==> config.mk <==
export PLATFORM = sky130hd
export DESIGN_NAME = signature_match_tracker_top
export DESIGN_NICKNAME = d
export VERILOG_FILES = /design/src/rtl/smt_pkg.sv /design/src/rtl/smt_ram.sv /design/src/rtl/smt_ctrl.sv /design/src/rtl/signature_match_tracker_top.sv
export SDC_FILE = /design/constraint.sdc
export NUM_CORES = 2
export LEC_CHECK = 0
export ABC_AREA = 1
export ABC_CLOCK_PERIOD_IN_PS = 19470
export BUFFER_PORTS_ARGS = -buffer_cell sky130_fd_sc_hd__buf_2
export CORE_MARGIN = 5
export CORE_UTILIZATION = 55
export DETAILED_ROUTE_END_ITERATION = 7
export GPL_TIMING_DRIVEN = 1
export PLACE_DENSITY_LB_ADDON = 0.2
export SLEW_MARGIN = 25
export SYNTH_ARGS = -nofsm -noshare
export SYNTH_HDL_FRONTEND = slang
export SYNTH_HIERARCHICAL = 1
export SYNTH_SLANG_ARGS = --single-unit
==> constraint.sdc <==
create_clock -name clk -period 19.47 [get_ports clk]
set_input_delay 0 -clock clk [delete_from_list [all_inputs] [get_ports clk]]
set_output_delay 0 -clock clk [all_outputs]
set_load 0.1 [all_outputs]
==> src/rtl/smt_pkg.sv <==
// Types and constants shared by the signature match tracker modules.
package smt_pkg;

    localparam int ENT_W     = 8;
    localparam int SIG_IN_W  = 32;
    localparam int SLOT_OUT_W = 8;
    localparam int CFG_W     = 32;

    // Configuration register indexes.
    localparam logic REG_REQUIRED_MASK = 1'b0;

    typedef enum logic [1:0] {
        ACT_NONE   = 2'd0,
        ACT_ADD    = 2'd1,
        ACT_REMOVE = 2'd2,
        ACT_FULL   = 2'd3
    } action_t;

    typedef enum logic [1:0] {
        ST_CLEAR,
        ST_IDLE,
        ST_LOOKUP,
        ST_MOVE
    } state_t;

    typedef struct packed {
        logic [ENT_W-1:0]    entity_id;
        logic [SIG_IN_W-1:0] entity_signature;
    } in_beat_t;

    typedef struct packed {
        action_t               action;
        logic [SLOT_OUT_W-1:0] slot_index;
        logic [ENT_W-1:0]      moved_entity;
        logic [SLOT_OUT_W-1:0] tracked_count;
    } result_t;

endpackage

==> src/rtl/smt_ram.sv <==
// Single-port-write, single-port-read synchronous RAM with registered read data.
module smt_ram #(
    parameter int DEPTH = 256,
    parameter int WIDTH = 8,
    parameter int AW    = 8
) (
    input  logic             clk,
    input  logic             we,
    input  logic [AW-1:0]    waddr,
    input  logic [WIDTH-1:0] wdata,
    input  logic [AW-1:0]    raddr,
    output logic [WIDTH-1:0] rdata
);

    logic [WIDTH-1:0] mem [DEPTH];

    always_ff @(posedge clk)
    begin
        if (we)
        begin
            mem[waddr] <= wdata;
        end
    end

    always_ff @(posedge clk)
    begin
        rdata <= mem[raddr];
    end

endmodule

==> src/rtl/smt_ctrl.sv <==
// Sequencer and index maps: lookup, append, swap-remove and the post-reset clear.
module smt_ctrl #(
    parameter int ENTITY_SLOTS   = 256,
    parameter int SIGNATURE_BITS = 32
) (
    input  logic                          clk,
    input  logic                          rst_n,
    input  logic                          start,
    output logic                          busy,
    input  smt_pkg::in_beat_t             item,
    input  logic [smt_pkg::CFG_W-1:0]     required_mask,
    output logic                          done,
    output smt_pkg::result_t              result
);

    localparam int SLOT_W = $clog2(ENTITY_SLOTS);
    localparam int CNT_W  = SLOT_W + 1;
    localparam int CMP_W  = (SIGNATURE_BITS < smt_pkg::SIG_IN_W) ? SIGNATURE_BITS
                                                                  : smt_pkg::SIG_IN_W;
    localparam logic [smt_pkg::SIG_IN_W-1:0] SIG_MASK =
        {smt_pkg::SIG_IN_W{1'b1}} >> (smt_pkg::SIG_IN_W - CMP_W);
    localparam logic [SLOT_W-1:0] LAST_ADDR = SLOT_W'(ENTITY_SLOTS - 1);
    localparam logic [CNT_W-1:0]  SLOTS_CNT = CNT_W'(ENTITY_SLOTS);
    localparam logic [CNT_W-1:0]  ONE_CNT   = CNT_W'(1);

    smt_pkg::state_t state_reg, state_next;

    logic [SLOT_W-1:0]         clr_cnt_reg, clr_cnt_next;
    logic [CNT_W-1:0]          nfs_reg, nfs_next;
    logic [smt_pkg::ENT_W-1:0] ent_reg, ent_next;
    logic                      match_reg, match_next;
    logic                      range_reg, range_next;
    logic [smt_pkg::ENT_W-1:0] mv_ent_reg, mv_ent_next;
    logic [SLOT_W-1:0]         mv_slot_reg, mv_slot_next;
    logic                      done_reg, done_next;
    smt_pkg::result_t          result_reg, result_next;

    // slot_of_entity map
    logic                      soe_we;
    logic [SLOT_W-1:0]         soe_waddr, soe_wdata, soe_raddr, soe_rdata;
    // entity_in_slot map
    logic                      eis_we;
    logic [SLOT_W-1:0]         eis_waddr, eis_raddr;
    logic [smt_pkg::ENT_W-1:0] eis_wdata, eis_rdata;

    logic [SLOT_W-1:0] back;
    logic              cur_zero;
    logic              do_add, do_full, do_rem, do_move;
    logic [CNT_W-1:0]  nfs_after;
    logic              in_range;
    logic [smt_pkg::SIG_IN_W-1:0] req_m;

    smt_ram #(.DEPTH(ENTITY_SLOTS), .WIDTH(SLOT_W), .AW(SLOT_W)) u_slot_of_entity (
        .clk   (clk),
        .we    (soe_we),
        .waddr (soe_waddr),
        .wdata (soe_wdata),
        .raddr (soe_raddr),
        .rdata (soe_rdata)
    );

    smt_ram #(.DEPTH(ENTITY_SLOTS), .WIDTH(smt_pkg::ENT_W), .AW(SLOT_W)) u_entity_in_slot (
        .clk   (clk),
        .we    (eis_we),
        .waddr (eis_waddr),
        .wdata (eis_wdata),
        .raddr (eis_raddr),
        .rdata (eis_rdata)
    );

    assign back      = SLOT_W'(nfs_reg - ONE_CNT);
    assign cur_zero  = (soe_rdata == '0);
    assign do_add    = range_reg && cur_zero && match_reg && (nfs_reg < SLOTS_CNT);
    assign do_full   = range_reg && cur_zero && match_reg && !(nfs_reg < SLOTS_CNT);
    assign do_rem    = range_reg && !cur_zero && !match_reg && (nfs_reg > ONE_CNT);
    // Removing anything but the tail pulls the tail entry into the hole.
    assign do_move   = do_rem && (back != soe_rdata);
    assign in_range  = (int'(item.entity_id) < ENTITY_SLOTS);
    assign req_m     = required_mask & SIG_MASK;

    always_comb
    begin
        nfs_after = nfs_reg;
        if (do_add)
        begin
            nfs_after = nfs_reg + ONE_CNT;
        end
        else if (do_rem)
        begin
            nfs_after = nfs_reg - ONE_CNT;
        end
    end

    // Next state
    always_comb
    begin
        state_next = state_reg;
        case (state_reg)
            smt_pkg::ST_CLEAR:
            begin
                if (clr_cnt_reg == LAST_ADDR)
                begin
                    state_next = smt_pkg::ST_IDLE;
                end
            end
            smt_pkg::ST_IDLE:
            begin
                if (start)
                begin
                    state_next = smt_pkg::ST_LOOKUP;
                end
            end
            smt_pkg::ST_LOOKUP:
            begin
                state_next = do_move ? smt_pkg::ST_MOVE : smt_pkg::ST_IDLE;
            end
            smt_pkg::ST_MOVE:
            begin
                state_next = smt_pkg::ST_IDLE;
            end
            default:
            begin
                state_next = smt_pkg::ST_CLEAR;
            end
        endcase
    end

    // Datapath and memory control
    always_comb
    begin
        clr_cnt_next = clr_cnt_reg;
        nfs_next     = nfs_reg;
        ent_next     = ent_reg;
        match_next   = match_reg;
        range_next   = range_reg;
        mv_ent_next  = mv_ent_reg;
        mv_slot_next = mv_slot_reg;
        done_next    = 1'b0;
        result_next  = result_reg;
        soe_we       = 1'b0;
        soe_waddr    = SLOT_W'(ent_reg);
        soe_wdata    = '0;
        soe_raddr    = SLOT_W'(item.entity_id);
        eis_we       = 1'b0;
        eis_waddr    = back;
        eis_wdata    = '0;
        eis_raddr    = back;
        busy         = 1'b1;
        case (state_reg)
            smt_pkg::ST_CLEAR:
            begin
                soe_we       = 1'b1;
                soe_waddr    = clr_cnt_reg;
                eis_we       = 1'b1;
                eis_waddr    = clr_cnt_reg;
                clr_cnt_next = clr_cnt_reg + SLOT_W'(1);
            end
            smt_pkg::ST_IDLE:
            begin
                busy = 1'b0;
                if (start)
                begin
                    ent_next   = item.entity_id;
                    range_next = in_range;
                    match_next = ((item.entity_signature & req_m) == req_m);
                end
            end
            smt_pkg::ST_LOOKUP:
            begin
                nfs_next  = nfs_after;
                done_next = 1'b1;
                result_next.action       = smt_pkg::ACT_NONE;
                result_next.slot_index   = range_reg ? smt_pkg::SLOT_OUT_W'(soe_rdata) : '0;
                result_next.moved_entity = '0;
                result_next.tracked_count = smt_pkg::SLOT_OUT_W'(nfs_after - ONE_CNT);
                if (do_add)
                begin
                    soe_we    = 1'b1;
                    soe_wdata = SLOT_W'(nfs_reg);
                    eis_we    = 1'b1;
                    eis_waddr = SLOT_W'(nfs_reg);
                    eis_wdata = ent_reg;
                    result_next.action     = smt_pkg::ACT_ADD;
                    result_next.slot_index = smt_pkg::SLOT_OUT_W'(nfs_reg);
                end
                else if (do_full)
                begin
                    result_next.action     = smt_pkg::ACT_FULL;
                    result_next.slot_index = '0;
                end
                else if (do_rem)
                begin
                    // clear own map entry and the tail slot now, relink the mover next cycle
                    soe_we = 1'b1;
                    eis_we = 1'b1;
                    mv_ent_next  = eis_rdata;
                    mv_slot_next = soe_rdata;
                    result_next.action     = smt_pkg::ACT_REMOVE;
                    result_next.slot_index = '0;
                    if (do_move)
                    begin
                        result_next.moved_entity = eis_rdata;
                    end
                end
            end
            smt_pkg::ST_MOVE:
            begin
                soe_we    = 1'b1;
                soe_waddr = SLOT_W'(mv_ent_reg);
                soe_wdata = mv_slot_reg;
                eis_we    = 1'b1;
                eis_waddr = mv_slot_reg;
                eis_wdata = mv_ent_reg;
            end
            default:
            begin
                busy = 1'b1;
            end
        endcase
    end

    always_ff @(posedge clk or negedge rst_n)
    begin
        if (!rst_n)
        begin
            state_reg   <= smt_pkg::ST_CLEAR;
            clr_cnt_reg <= '0;
            nfs_reg     <= ONE_CNT;
            done_reg    <= 1'b0;
        end
        else
        begin
            state_reg   <= state_next;
            clr_cnt_reg <= clr_cnt_next;
            nfs_reg     <= nfs_next;
            done_reg    <= done_next;
        end
    end

    always_ff @(posedge clk)
    begin
        ent_reg     <= ent_next;
        match_reg   <= match_next;
        range_reg   <= range_next;
        mv_ent_reg  <= mv_ent_next;
        mv_slot_reg <= mv_slot_next;
        result_reg  <= result_next;
    end

    assign done   = done_reg;
    assign result = result_reg;

endmodule

==> src/rtl/signature_match_tracker_top.sv <==
// Top level of the signature match tracker: register port and tracker core.
//
// Keeps a packed list of entities whose signature holds every bit of
// required_mask, using two index maps held in synchronous RAMs. An update is
// taken when start is high and busy is low; its result beat appears on result
// with done high for exactly one cycle, registered out of the lookup state,
// and the receiver cannot stall it. Each update does the map reads, then the
// decide and write; a removal that pulls the tail entry into the freed slot
// holds busy through an extra move state for the second map write. After
// reset, busy stays high while both maps are swept to zero. The user must
// write required_mask only while the block is idle; the block does not enforce it.
module signature_match_tracker_top #(
    parameter int ENTITY_SLOTS   = 256,
    parameter int SIGNATURE_BITS = 32
) (
    input  logic                      clk,
    input  logic                      rst_n,
    input  logic                      start,
    output logic                      busy,
    input  smt_pkg::in_beat_t         item,
    output logic                      done,
    output smt_pkg::result_t          result,
    input  logic                      psel,
    input  logic                      penable,
    input  logic                      pwrite,
    input  logic [2:0]                paddr,
    input  logic [smt_pkg::CFG_W-1:0] pwdata,
    output logic [smt_pkg::CFG_W-1:0] prdata,
    output logic                      pready
);

    logic [smt_pkg::CFG_W-1:0] mask_reg, mask_next;
    logic                      reg_hit;

    assign pready  = 1'b1;
    assign reg_hit = (paddr[2] == smt_pkg::REG_REQUIRED_MASK);

    always_comb
    begin
        mask_next = mask_reg;
        if (psel && penable && pwrite && reg_hit)
        begin
            mask_next = pwdata;
        end
    end

    always_ff @(posedge clk or negedge rst_n)
    begin
        if (!rst_n)
        begin
            mask_reg <= '0;
        end
        else
        begin
            mask_reg <= mask_next;
        end
    end

    assign prdata = reg_hit ? mask_reg : '0;

    smt_ctrl #(
        .ENTITY_SLOTS   (ENTITY_SLOTS),
        .SIGNATURE_BITS (SIGNATURE_BITS)
    ) u_ctrl (
        .clk           (clk),
        .rst_n         (rst_n),
        .start         (start),
        .busy          (busy),
        .item          (item),
        .required_mask (mask_reg),
        .done          (done),
        .result        (result)
    );

endmodule

==> report_table.html <==
<table>
<tr><th>Metric</th><th>Value</th></tr>
<tr><th colspan="2">Run status</th></tr>
<tr><td>Result of the run</td><td>completed</td></tr>
<tr><th colspan="2">Synth</th></tr>
<tr><td>Count of cell types in the netlist</td><td>47</td></tr>
<tr><td>Synthesized-area fraction occupied by ao, oa, aoi and oai cells</td><td>less than 1%</td></tr>
<tr><td>Sequential element share of the synthesized area</td><td>between 70% and 80%</td></tr>
<tr><td>Cell types with the highest counts after synthesis</td><td>4444 x nand2_1, 4147 x edfxtp_1, 4094 x nand3_1, 635 x nor2_1, 544 x buf_2</td></tr>
<tr><td>Combinational family with the most area after synthesis</td><td>simple AND/OR/NAND/NOR gates</td></tr>
<tr><td>Register bit count reported by yosys</td><td>4215</td></tr>
<tr><td>Synth Area in Simple Gates</td><td>approximately 23%</td></tr>
<tr><td>Fraction of the mapped netlist area in adder cells</td><td>0.0797%</td></tr>
<tr><td>Post-Synthesis Cell Area</td><td>173000 um^2</td></tr>
<tr><td>EDFF count, synth</td><td>approximately 4100</td></tr>
<tr><td>Cell type with the largest total area after synthesis</td><td>edfxtp_1</td></tr>
<tr><td>Synth async-reset ratio</td><td>~1.2%</td></tr>
<tr><td>Mapped Cells</td><td>14700</td></tr>
<tr><td>Post-synthesis average cell area</td><td>11.7 um^2</td></tr>
<tr><td>Ranking of synthesized cells by area</td><td>edfxtp_1 72%, nand3_1 12%, nand2_1 9.7%</td></tr>
<tr><td>Mux share of post-synthesis cell area</td><td>0%</td></tr>
<tr><td>Fraction of synthesized cell area taken by the top area cell type</td><td>72.1%</td></tr>
<tr><td>Ys Warns</td><td>6</td></tr>
<tr><td>Total nets after synthesis</td><td>14800</td></tr>
<tr><td>Ys flop type</td><td>edfxtp_1</td></tr>
<tr><td>Fraction of synthesized cell area in xor and xnor cells</td><td>less than 1%</td></tr>
<tr><td>Most frequent cell after synthesis</td><td>nand2_1</td></tr>
<tr><th colspan="2">Layout</th></tr>
<tr><td>Fraction of the core area covered by cells at the end of the flow</td><td>60.9%</td></tr>
<tr><td>Fraction of final layout cells with drive strength greater than 1</td><td>6.41%</td></tr>
<tr><td>Design Area, Final</td><td>190000 um^2</td></tr>
<tr><td>Layout-stage area growth over the synthesis result</td><td>10.1%</td></tr>
<tr><td>Final net count</td><td>approximately 15000</td></tr>
<tr><th colspan="2">Clock network</th></tr>
<tr><td>PostCTS Resize Cnt</td><td>0</td></tr>
<tr><td>Number of buffers created by CTS</td><td>419</td></tr>
<tr><td>Maximum count of clock buffers along a single path</td><td>4</td></tr>
<tr><td>Cell at the root of the clock tree</td><td>clkbuf_16</td></tr>
<tr><td>CTS tree</td><td>done</td></tr>
<tr><td>Clock net sink count</td><td>4215</td></tr>
<tr><td>Clk slew on worst S/H paths</td><td>0.07 ns</td></tr>
<tr><td>Clock network latency to the later pin of the worst-skew pair</td><td>0.94 ns</td></tr>
<tr><td>Total number of H-tree levels</td><td>5</td></tr>
<tr><th colspan="2">Timing</th></tr>
<tr><td>Pins Over Slew Limit</td><td>0</td></tr>
<tr><td>Final min period</td><td>roughly 6.3 ns</td></tr>
<tr><td>Slew of the pin with the lowest slew margin</td><td>1.21 ns</td></tr>
<tr><td>Unrepaired setup endpoints after global routing</td><td>no</td></tr>
<tr><td>Post-Route Setup TNS</td><td>0 ns</td></tr>
<tr><td>Worst hold margin</td><td>0.113 ns</td></tr>
<tr><td>Maximum frequency from static timing analysis</td><td>160 MHz</td></tr>
<tr><td>Worst clock skew</td><td>0.0583 ns</td></tr>
<tr><td>Setup Viol. Count Final</td><td>0</td></tr>
<tr><td>Final-report hold violation count</td><td>0</td></tr>
<tr><td>Final worst-path cycle share</td><td>32.2%</td></tr>
<tr><td>Slew headroom</td><td>between 10% and 20%</td></tr>
<tr><th colspan="2">Worst hold path</th></tr>
<tr><td>Worst hold path class</td><td>in2reg</td></tr>
<tr><td>Depth of the worst hold-timing path</td><td>2</td></tr>
<tr><th colspan="2">Routing</th></tr>
<tr><td>Routed wirelength normalized by instance count</td><td>23.6 um</td></tr>
<tr><td>DRC marker count from the first detailed-route iteration</td><td>13700</td></tr>
<tr><td>Final wirelength</td><td>451000 um</td></tr>
<tr><td>Via-per-instance ratio</td><td>5.93</td></tr>
<tr><td>Number of remaining DRC errors</td><td>0</td></tr>
<tr><td>Vias after detailed routing</td><td>roughly 110k</td></tr>
<tr><td>Number of antenna-violating nets in the routed design</td><td>0</td></tr>
<tr><td>Drt pass-1 iters</td><td>8</td></tr>
<tr><th colspan="2">Power</th></tr>
<tr><td>Leak pwr</td><td>67.4 nW</td></tr>
<tr><td>Power per Cell Area</td><td>between 100 and 150 nW/um^2</td></tr>
<tr><td>Total power after layout</td><td>26.7 mW</td></tr>
<tr><td>Max VDD drop</td><td>0.000207 V</td></tr>
<tr><th colspan="2">Floorplan</th></tr>
<tr><td>Floorplan die width</td><td>approximately 570 um</td></tr>
<tr><td>Die ar.</td><td>325000 um^2</td></tr>
<tr><td>Starting utilization of the core area</td><td>~55%</td></tr>
<tr><td>Die boundary height</td><td>around 570 um</td></tr>
<tr><td>Number of standard-cell rows in the floorplan</td><td>205</td></tr>
<tr><td>Placeable Area</td><td>roughly 310000 um^2</td></tr>
<tr><td>Number of placed I/O pins</td><td>142</td></tr>
<tr><th colspan="2">Critical path</th></tr>
<tr><td>Startpoint types</td><td>flip-flop</td></tr>
<tr><td>CP Data Arrival Time</td><td>6.79 ns</td></tr>
<tr><td>Register-to-Register Path Depth</td><td>16</td></tr>
<tr><td>Worst-path fanout max</td><td>91</td></tr>
<tr><td>Worst endpoint required time</td><td>20.00 ns</td></tr>
<tr><td>Crit Path Category</td><td>reg2reg</td></tr>
<tr><td>Register-to-Register Setup Slack</td><td>between 10 and 15 ns</td></tr>
<tr><td>Crit path capture type</td><td>flip-flop</td></tr>
<tr><th colspan="2">Global route</th></tr>
<tr><td>Antenna violations before repair</td><td>18</td></tr>
<tr><td>Maximum number of pins on one net before global-route repair</td><td>around 220</td></tr>
<tr><td>First-pass GRT wire length</td><td>667000 um</td></tr>
<tr><td>Global-route usage over all layers</td><td>27.0%</td></tr>
<tr><td>Total overflow reported by the global router</td><td>0</td></tr>
<tr><td>Vias in the first global route</td><td>105000</td></tr>
<tr><th colspan="2">Place</th></tr>
<tr><td>Port-buffer cells</td><td>138</td></tr>
<tr><td>Estimated wirelength of the detail-placed design</td><td>240000 um</td></tr>
<tr><td>Area post-placement</td><td>around 180000 um^2</td></tr>
<tr><td>RD Place Congestion</td><td>0.894</td></tr>
<tr><th colspan="2">Flow run</th></tr>
<tr><td>Max-cap violations</td><td>0</td></tr>
</table>
==> where the power goes <==
group	leakage, nW	internal, mW	switching, mW
Clock	6.51	4.49	3.34
Sequential	39.0	10.5	0.0920
Combinational	21.9	1.89	6.39
Total	67.4	16.9	9.82
==> final timing paths <==
check / endpoint / start
setup / recovery: u_ctrl/u_entity_in_slot/mem[123][3] / u_ctrl/nfs_reg[0]
hold / removal: u_ctrl/ent_reg[7] / item[39]
setup reg to reg: u_ctrl/u_entity_in_slot/mem[123][3] / u_ctrl/nfs_reg[0]
hold reg to reg: u_ctrl/mv_slot_reg[4] / u_ctrl/u_slot_of_entity/rdata[4]
max in group asynchronous: u_ctrl/clr_cnt_reg[7] / rst_n
min in group asynchronous: mask_reg[16] / rst_n
==> worst max-delay path: stages, from the launching register on <==
cell and delay [ns]:
dfstp_2 0.45, inv_8 0.42, ha_1 0.31, nand2_1 0.09
nor2_2 0.19, nand2_1 0.08, nand2_1 0.06, nand2_1 0.11
inv_1 0.83, nand2_1 0.27, o21ai_0 0.20, o21ai_0 0.10
o21ai_0 0.38, inv_1 0.14, nor2_1 0.58, nand2_1 0.71
nor2_1 0.89
==> timing repair <==
action / 4_1_cts / 5_1_grt
setup buffers: 0 / 0
setup endpoints to repair: 0 / 0
hold endpoints to repair: 110 / 0
hold buffers: 144 / 0
==> logic make-up after synthesis <==
logic type,Yosys count
other,1
XOR/XNOR,23
AND/OR/NAND/NOR,9217
adder cells (fa/ha/maj),11
buffers and inverters,1194
AO/OA/AOI/OAI,74
flip-flops,4215
==> through the flow <==
step | setup WS [ns] | instances
after floorplan | 4.94 | 14700
after global placement | 13.48 | 18200
after detailed placement | 13.36 | 18200
after CTS | 13.29 | 19100
after global routing | 12.97 | 19100
final | 13.21 | 19100
==> layout by cell type (no fill, tap or decap), drive strengths merged, types with 8 or more instances in the layout <==
cell type / Yosys / layout
dfxtp: 16 / 16
bufinv: 0 / 37
clkbuf: 232 / 512
clkinvlp: 0 / 9
edfxtp: 4147 / 4147
xor2: 19 / 19
dfrtp: 51 / 51
ha: 11 / 11
dlygate4sd3: 0 / 144
o22ai: 13 / 13
clkinv: 1 / 197
inv: 198 / 210
buf: 763 / 279
nand3: 4098 / 4098
nand2: 4454 / 4454
nor2: 648 / 648
diode: 0 / 8
o21ai: 29 / 29
==> final cells by class <==
cell class              count  area (um^2)
diodes                      8         20.0
flip-flops and latches   4215       126000
fillers                 23900       122000
multi-input cells        9326        41000
clock buffers             512        11000
inverters                 199          840
clock inverters           254         2360
well taps                4140         5180
repair buffers            423         3580
==> metal layers <==
metal / part of all wire, % / wire (um) / GRT usage, % / vias to the layer above
li1: - / - / - / 51800
met1: 40 / 181000 / 39.0 / 54700
met2: 46 / 206000 / 41.3 / 5742
met3: 11 / 48000 / 5.66 / 846
met4: 3.5 / 16000 / 9.36 / 8
met5: 0.012 / 56 / 0.353 / -
Note: power is estimated with default switching activity, not from simulation.
